<file path="src/rtl/q2e_pkg.sv">
package q2e_pkg;

  localparam int XY_W = 38;
  localparam int S_W = 32;
  localparam int N_W = 61;
  localparam int Q_W = 31;
  localparam int Z_W = 32;
  localparam int SQRT_STAGES = 31;

  localparam logic signed [XY_W-1:0] ONE_Q30 = XY_W'(64'd1 << 30);

  typedef struct packed {
    logic signed [XY_W-1:0] x;
    logic signed [XY_W-1:0] y;
    logic [Z_W-1:0]         z;
    logic                   zero;
  } cordic_t;

  typedef struct packed {
    logic signed [XY_W-1:0] rs;
    logic signed [XY_W-1:0] rc;
    logic signed [XY_W-1:0] ys;
    logic signed [XY_W-1:0] yc;
    logic signed [S_W-1:0]  s;
  } carry_t;

  function automatic logic [Z_W-1:0] atan_entry(input logic [4:0] i);
    logic [Z_W-1:0] a;
    case (i)
      5'd0:  a = 32'd536870912;
      5'd1:  a = 32'd316933406;
      5'd2:  a = 32'd167458907;
      5'd3:  a = 32'd85004756;
      5'd4:  a = 32'd42667331;
      5'd5:  a = 32'd21354465;
      5'd6:  a = 32'd10679838;
      5'd7:  a = 32'd5340245;
      5'd8:  a = 32'd2670163;
      5'd9:  a = 32'd1335087;
      5'd10: a = 32'd667544;
      5'd11: a = 32'd333772;
      5'd12: a = 32'd166886;
      5'd13: a = 32'd83443;
      5'd14: a = 32'd41722;
      5'd15: a = 32'd20861;
      5'd16: a = 32'd10430;
      5'd17: a = 32'd5215;
      5'd18: a = 32'd2608;
      5'd19: a = 32'd1304;
      5'd20: a = 32'd652;
      5'd21: a = 32'd326;
      5'd22: a = 32'd163;
      5'd23: a = 32'd81;
      5'd24: a = 32'd41;
      5'd25: a = 32'd20;
      5'd26: a = 32'd10;
      5'd27: a = 32'd5;
      5'd28: a = 32'd3;
      5'd29: a = 32'd1;
      5'd30: a = 32'd1;
      default: a = 32'd0;
    endcase
    return a;
  endfunction

endpackage

</file>
<file path="src/rtl/q2e_sqrt_cell.sv">
module q2e_sqrt_cell #(
  parameter int BIT = 0
) (
  input  logic                        clk,
  input  logic                        en,
  input  logic [q2e_pkg::N_W-1:0]     r_in,
  input  logic [q2e_pkg::Q_W-1:0]     q_in,
  output logic [q2e_pkg::N_W-1:0]     r_out,
  output logic [q2e_pkg::Q_W-1:0]     q_out
);

  logic [q2e_pkg::N_W-1:0] r_r, r_nxt;
  logic [q2e_pkg::Q_W-1:0] q_r, q_nxt;
  logic [63:0]             trial;

  always_comb begin
    trial = (64'(q_in) << (BIT + 1)) + (64'd1 << (2 * BIT));
    r_nxt = r_in;
    q_nxt = q_in;
    if (64'(r_in) >= trial) begin
      r_nxt = q2e_pkg::N_W'(64'(r_in) - trial);
      q_nxt = q_in | (q2e_pkg::Q_W'(1) << BIT);
    end
  end

  always_ff @(posedge clk) begin
    if (en) begin
      r_r <= r_nxt;
      q_r <= q_nxt;
    end
  end

  assign r_out = r_r;
  assign q_out = q_r;

endmodule

</file>
<file path="config.mk">
export PLATFORM = sky130hd
export DESIGN_NAME = q2e_sqrt_cell
export DESIGN_NICKNAME = d
export VERILOG_FILES = /design/src/rtl/q2e_pkg.sv /design/src/rtl/q2e_sqrt_cell.sv
export SDC_FILE = /design/constraint.sdc
export NUM_CORES = 1
export LEC_CHECK = 0
export BUFFER_PORTS_ARGS = -buffer_cell sky130_fd_sc_hd__buf_4
export CELL_PAD_IN_SITES_DETAIL_PLACEMENT = 0
export CELL_PAD_IN_SITES_GLOBAL_PLACEMENT = 1
export CORE_MARGIN = 2
export CORE_UTILIZATION = 42
export CTS_BUF_LIST = sky130_fd_sc_hd__clkbuf_16
export DETAILED_ROUTE_END_ITERATION = 10
export PLACE_DENSITY = 0.83
export SYNTH_ARGS = -nofsm -noshare
export SYNTH_HDL_FRONTEND = slang
export SYNTH_SLANG_ARGS = --single-unit
</file>
<file path="constraint.sdc">
create_clock -name clk -period 6.8 [get_ports clk]
set_input_delay 1.02 -clock clk [delete_from_list [all_inputs] [get_ports clk]]
set_output_delay 1.02 -clock clk [all_outputs]
set_load 0.03 [all_outputs]
</file>
### After elaboration in Yosys (flattened, before gate mapping)

Index checks and enable logic that the tools add are counted.

| operators by class | value |
|---|---|
| add/subtract/negate cells | 2 |
| mux-type cells | 1 |
| $lt $le $gt $ge | 1 |

Operator list:

| kind | count |
|---|---|
| >= comparator 61 x 33 -> 1 bit | 1 |
| two-way mux 61 bit | 1 |
| subtractor 61 x 33 -> 61 bit | 1 |
| adder 32 x 1 -> 33 bit, second input constant | 1 |

| word-level totals | value |
|---|---|
| flip-flop bits (word level) | 92 |
| logic and storage cells | 7 |
| output and inout bits | 92 |
| bits of input ports | 94 |

### Depth between registers and ports, before layout

| depth | value |
|---|---|
| depth in word-level cells | 3 |
| depth in mapped cells | 12 |
| mapped depth without buffers | 11 |

### Least setup slack after synthesis

Ideal clock, no wire load.

| timing | value |
|---|---|
| path kind | input port to flip-flop |
| from | input port q_in[29] (netlist name) |
| to | register r_r, in the netlist r_out[27] (data pin) |
| path slack | 3.097 ns |
| cell stages on the path | 10 |
| buffers on the path | 2 |
| required time | 6.540 ns |
| data arrival time | 3.443 ns |
| library setup time | 0.260 ns |
| path through | inv_1 ha_1 clkbuf_1 a21o_1 a2111oi_2 nand4_1 or4_4 a211oi_4 buf_4 mux2_2 |

| on the way | value |
|---|---|
| word-level cells in the longest chain between the ends | 3 |

Ends and longest elaborated chain:

| item | RTL line | text |
|---|---|---|
| from (decl) | q2e_sqrt_cell.sv:7 | `input logic [q2e_pkg::Q_W-1:0] q_in,` |
| adder 32 x 1 -> 33 bit | q2e_sqrt_cell.sv:17 | `trial = (64'(q_in) << (BIT + 1)) + (64'd1 << (2 * BIT));` |
| >= comparator 61 x 33 -> 1 bit | q2e_sqrt_cell.sv:20 | `if (64'(r_in) >= trial) begin` |
| two-way mux 61 bit | q2e_sqrt_cell.sv:20 |  |
| named net r_nxt, one bit | q2e_sqrt_cell.sv:12 | `logic [q2e_pkg::N_W-1:0] r_r, r_nxt;` |
| to (signal assigned) | q2e_sqrt_cell.sv:28 | `r_r <= r_nxt;` |
| to (decl) | q2e_sqrt_cell.sv:12 |  |

The timed path passes the listed nets, and every way through them passes these cells.
A chain may end at the register's enable or synchronous reset.

### Worst setup path after layout

| timing | value |
|---|---|
| from | input port q_in[0] (netlist name) |
| to | register r_r, in the netlist r_out[2] (data pin) |

| on the way | value |
|---|---|
| word-level cells in the longest chain between the ends | 3 |
| elaborated cells between the ends (all ways) | 4 |
| those cells by class | add/sub: 2; order compare: 1; mux: 1 |

Ends and longest elaborated chain:

| item | RTL line |
|---|---|
| adder 32 x 1 -> 33 bit (*) | q2e_sqrt_cell.sv:17 |
| subtractor 61 x 33 -> 61 bit or >= comparator 61 x 33 -> 1 bit (tied branches) | q2e_sqrt_cell.sv:21, q2e_sqrt_cell.sv:20 |
| two-way mux 61 bit (*) | q2e_sqrt_cell.sv:20 |
| named net r_nxt, one bit | q2e_sqrt_cell.sv:12 |

Mark *: on every way through the listed nets, which the timed path passes. The rest lies on a longest branch.

==> flow_metrics.env <==
export IMPL_status="finished clean"
export IMPL_rows=43
export IMPL_dr_pass1_iters=6
export IMPL_synth_largest_area_cell="edfxtp_1"
export IMPL_crit_type="in -> reg"
export IMPL_cts_root_buf="clkbuf_16"
export IMPL_coreArea_um2=13800
export IMPL_critPathLaunchType="input pin"
export IMPL_min_period_ns=4.29
export IMPL_nets=896
export IMPL_antenna_found_initial=0
export IMPL_hold_viol=0
export IMPL_maxSlewHeadroom=0.216
export IMPL_cts_tree="built"
export IMPL_dp_slack_ns=2.14
export IMPL_wl_per_cell_um=17.3
export IMPL_fmax_mhz=233
export IMPL_setup_viol=0
export IMPL_grt_setup_unrepaired="false"
export IMPL_fin_crit_sh=0.631
export IMPL_layout_drive_gt1_share=0.277
export IMPL_numClockSinks=92
export IMPL_max_stage_delay_ns=1.01
export IMPL_slew_violations=0
export IMPL_netlist_area_leader_share=0.466
export IMPL_worst_path_buf_inv=3
export IMPL_dpl_hpwl_um=13100
export IMPL_vias=5169
export IMPL_ios=186
export IMPL_gr_usage_all_layers=0.222
export IMPL_power_density_nw_per_um2=221
export IMPL_yosys_warnings=0
export IMPL_grt_first_pass_wirelength_um=25600
export IMPL_startpoint="q_in[0]"
export IMPL_worst_slew_pin_slew_ns=1.18
export IMPL_critPathArrivalTime_ns=4.38
export IMPL_met1_usage=0.286
export IMPL_synth_seq_cells=92
export IMPL_fp_dieW_um=123
export IMPL_synth_nets=723
export IMPL_top_usage_layer="met2"
export IMPL_remaining_drc_errors=0
export IMPL_ir_worst_vdd_v=0.000115
export IMPL_antenna_left=0
export IMPL_htreeDepth=3
export IMPL_use_met2=0.370
export IMPL_grt_pass1_vias=4985
export IMPL_synth_area_leaders="edfxtp_1, ha_1, xor2_1, o21ai_0, nand2_1"
export IMPL_clkTransAtPathRegs_ns=0.07
export IMPL_drtIter0Drc=300
export IMPL_min_path_type="in -> reg"
export IMPL_cp_end_kind="register"
export IMPL_post_cts_setup_buffer_count=0
export IMPL_crit_chain="buf_4 -> inv_1 -> ha_1 -> a211oi_1 -> o21ai_1 -> a41oi_1 -> a211oi_2 -> a211oi_4 -> buf_4 -> o21ai_0"
export IMPL_p_leak_nw=3.16
export IMPL_maxCapViolations=0
export IMPL_synth_common_cells="edfxtp_1, nand2_1, o21ai_0"
export IMPL_worst_path_max_fanout=29
export IMPL_crit_family="compound AO/OA/AOI/OAI gates"
export IMPL_stdcell_count=953
export IMPL_yosysMostFrequentCell="edfxtp_1"
export IMPL_overflow=0
export IMPL_cts_buffers=9
export IMPL_syn_to_final_growth_pct=29.9
export IMPL_cts_hold_buf=0
export IMPL_netlist_area_um2=5930
export IMPL_clk_path_buf_depth=2
export IMPL_drt_wl_total_um=16500
export IMPL_cts_resized=0
export IMPL_syn_inst=596
export IMPL_hold_slack_ns=0.851
export IMPL_avgSynthCellArea_um2=9.96
export IMPL_die_y_um=123
export IMPL_hp_start="q_in[6]"
export IMPL_die_area_um2=15100
export IMPL_gp_congestion=0.928
export IMPL_cp_required_ns=6.88
export IMPL_async_reset_ff_frac=0
export IMPL_p_total_w=0.00170
export IMPL_dp_cells=938
export IMPL_place_port_buffers=185
export IMPL_yosysUniqueCellTypes=54
export IMPL_synth_edf_count=92
export IMPL_vias_per_cell=5.42
export IMPL_ys_seq_area_frac=0.466
export IMPL_layout_setup_ws_ns=2.51
export IMPL_ys_flop_type="edfxtp_1"
export IMPL_grtUsageMet3=0.0460
export IMPL_fin_setup_tns_ns=0
export IMPL_grt_max_degree=93
export IMPL_start_util=0.429
export IMPL_crit_path_frequent_cell="buf_4"
export IMPL_crit_slowest_cell="a211oi_4"
export IMPL_num_antenna_cells=0
## routing by layer
layer | vias up | wire, um
met5 | - | 0
met3 | 29 | 1020
met4 | 0 | 364
met2 | 182 | 8130
met1 | 2420 | 7020
li1 | 2538 | -
## placed cells by master (no fill, tap or decap), drive strengths merged, types with 2 or more instances in the layout
cell type	instances
xnor2	28
or4	11
clkbuf	9
nor4b	2
inv	37
or2	5
o211ai	6
o21ai	54
a31oi	4
edfxtp	92
a211oi	13
a211o	2
nand2	67
ha	32
xor2	31
and3	3
o41ai	2
nand2b	8
a21oi	34
buf	187
or3	6
nor2b	3
and2	4
nand3	15
a21o	13
clkinvlp	2
clkinv	3
nor2	25
nor3	18
a41oi	2
o21a	8
a21boi	3
nand4	14
nor3b	3
o2111ai	2
nor4	11
o21bai	4
## registers in the layout (all words and copies together), names as in the netlist
signal	cells
q_out	31
r_out	61
## per-stage QoR
step | utilization | instance area [um^2]
after floorplan | - | 5930
after global placement | 0.539 | 7450
after detailed placement | 0.539 | 7450
after CTS | 0.557 | 7700
after global routing | 0.557 | 7700
final | 0.557 | 7700
## cells by family (layout without fill, tap and decap cells)
kind of cell	after synthesis	in the layout	share of synthesized area
AOI/OAI and AO/OA	152	152	0.162
xor gates and xnor gates	59	59	0.0871
adders and majority gates	33	33	0.0709
buffers and inverters	61	238	0.0424
DFF	92	92	0.466
muxes	1	1	0.00190
and+or+nand+nor	198	198	0.171
## final cells by class
cell class | count | area (um^2)
Multi-Input combinational cell | 443 | 2920
Tap cell | 180 | 225
Fill cell | 1264 | 6120
Clock inverter | 6 | 33.8
Sequential cell | 92 | 2760
Timing Repair Buffer | 187 | 1400
Clock buffer | 9 | 225
Inverter | 36 | 135
## path summary, 6_finish.rpt
kind | slack [ns] | end | cells after the start
max | 2.51 | r_out[2] | 10
min | 0.85 | q_out[6] | 1
## where the power goes
group,total (W),switching [W],internal [W]
clock,0.000457,0.000215,0.000242
sequential,0.000724,0.0000204,0.000704
combinational,0.000522,0.000321,0.000202
total,0.00170,0.000555,0.00115
Note: power is estimated with default switching activity, not from simulation.
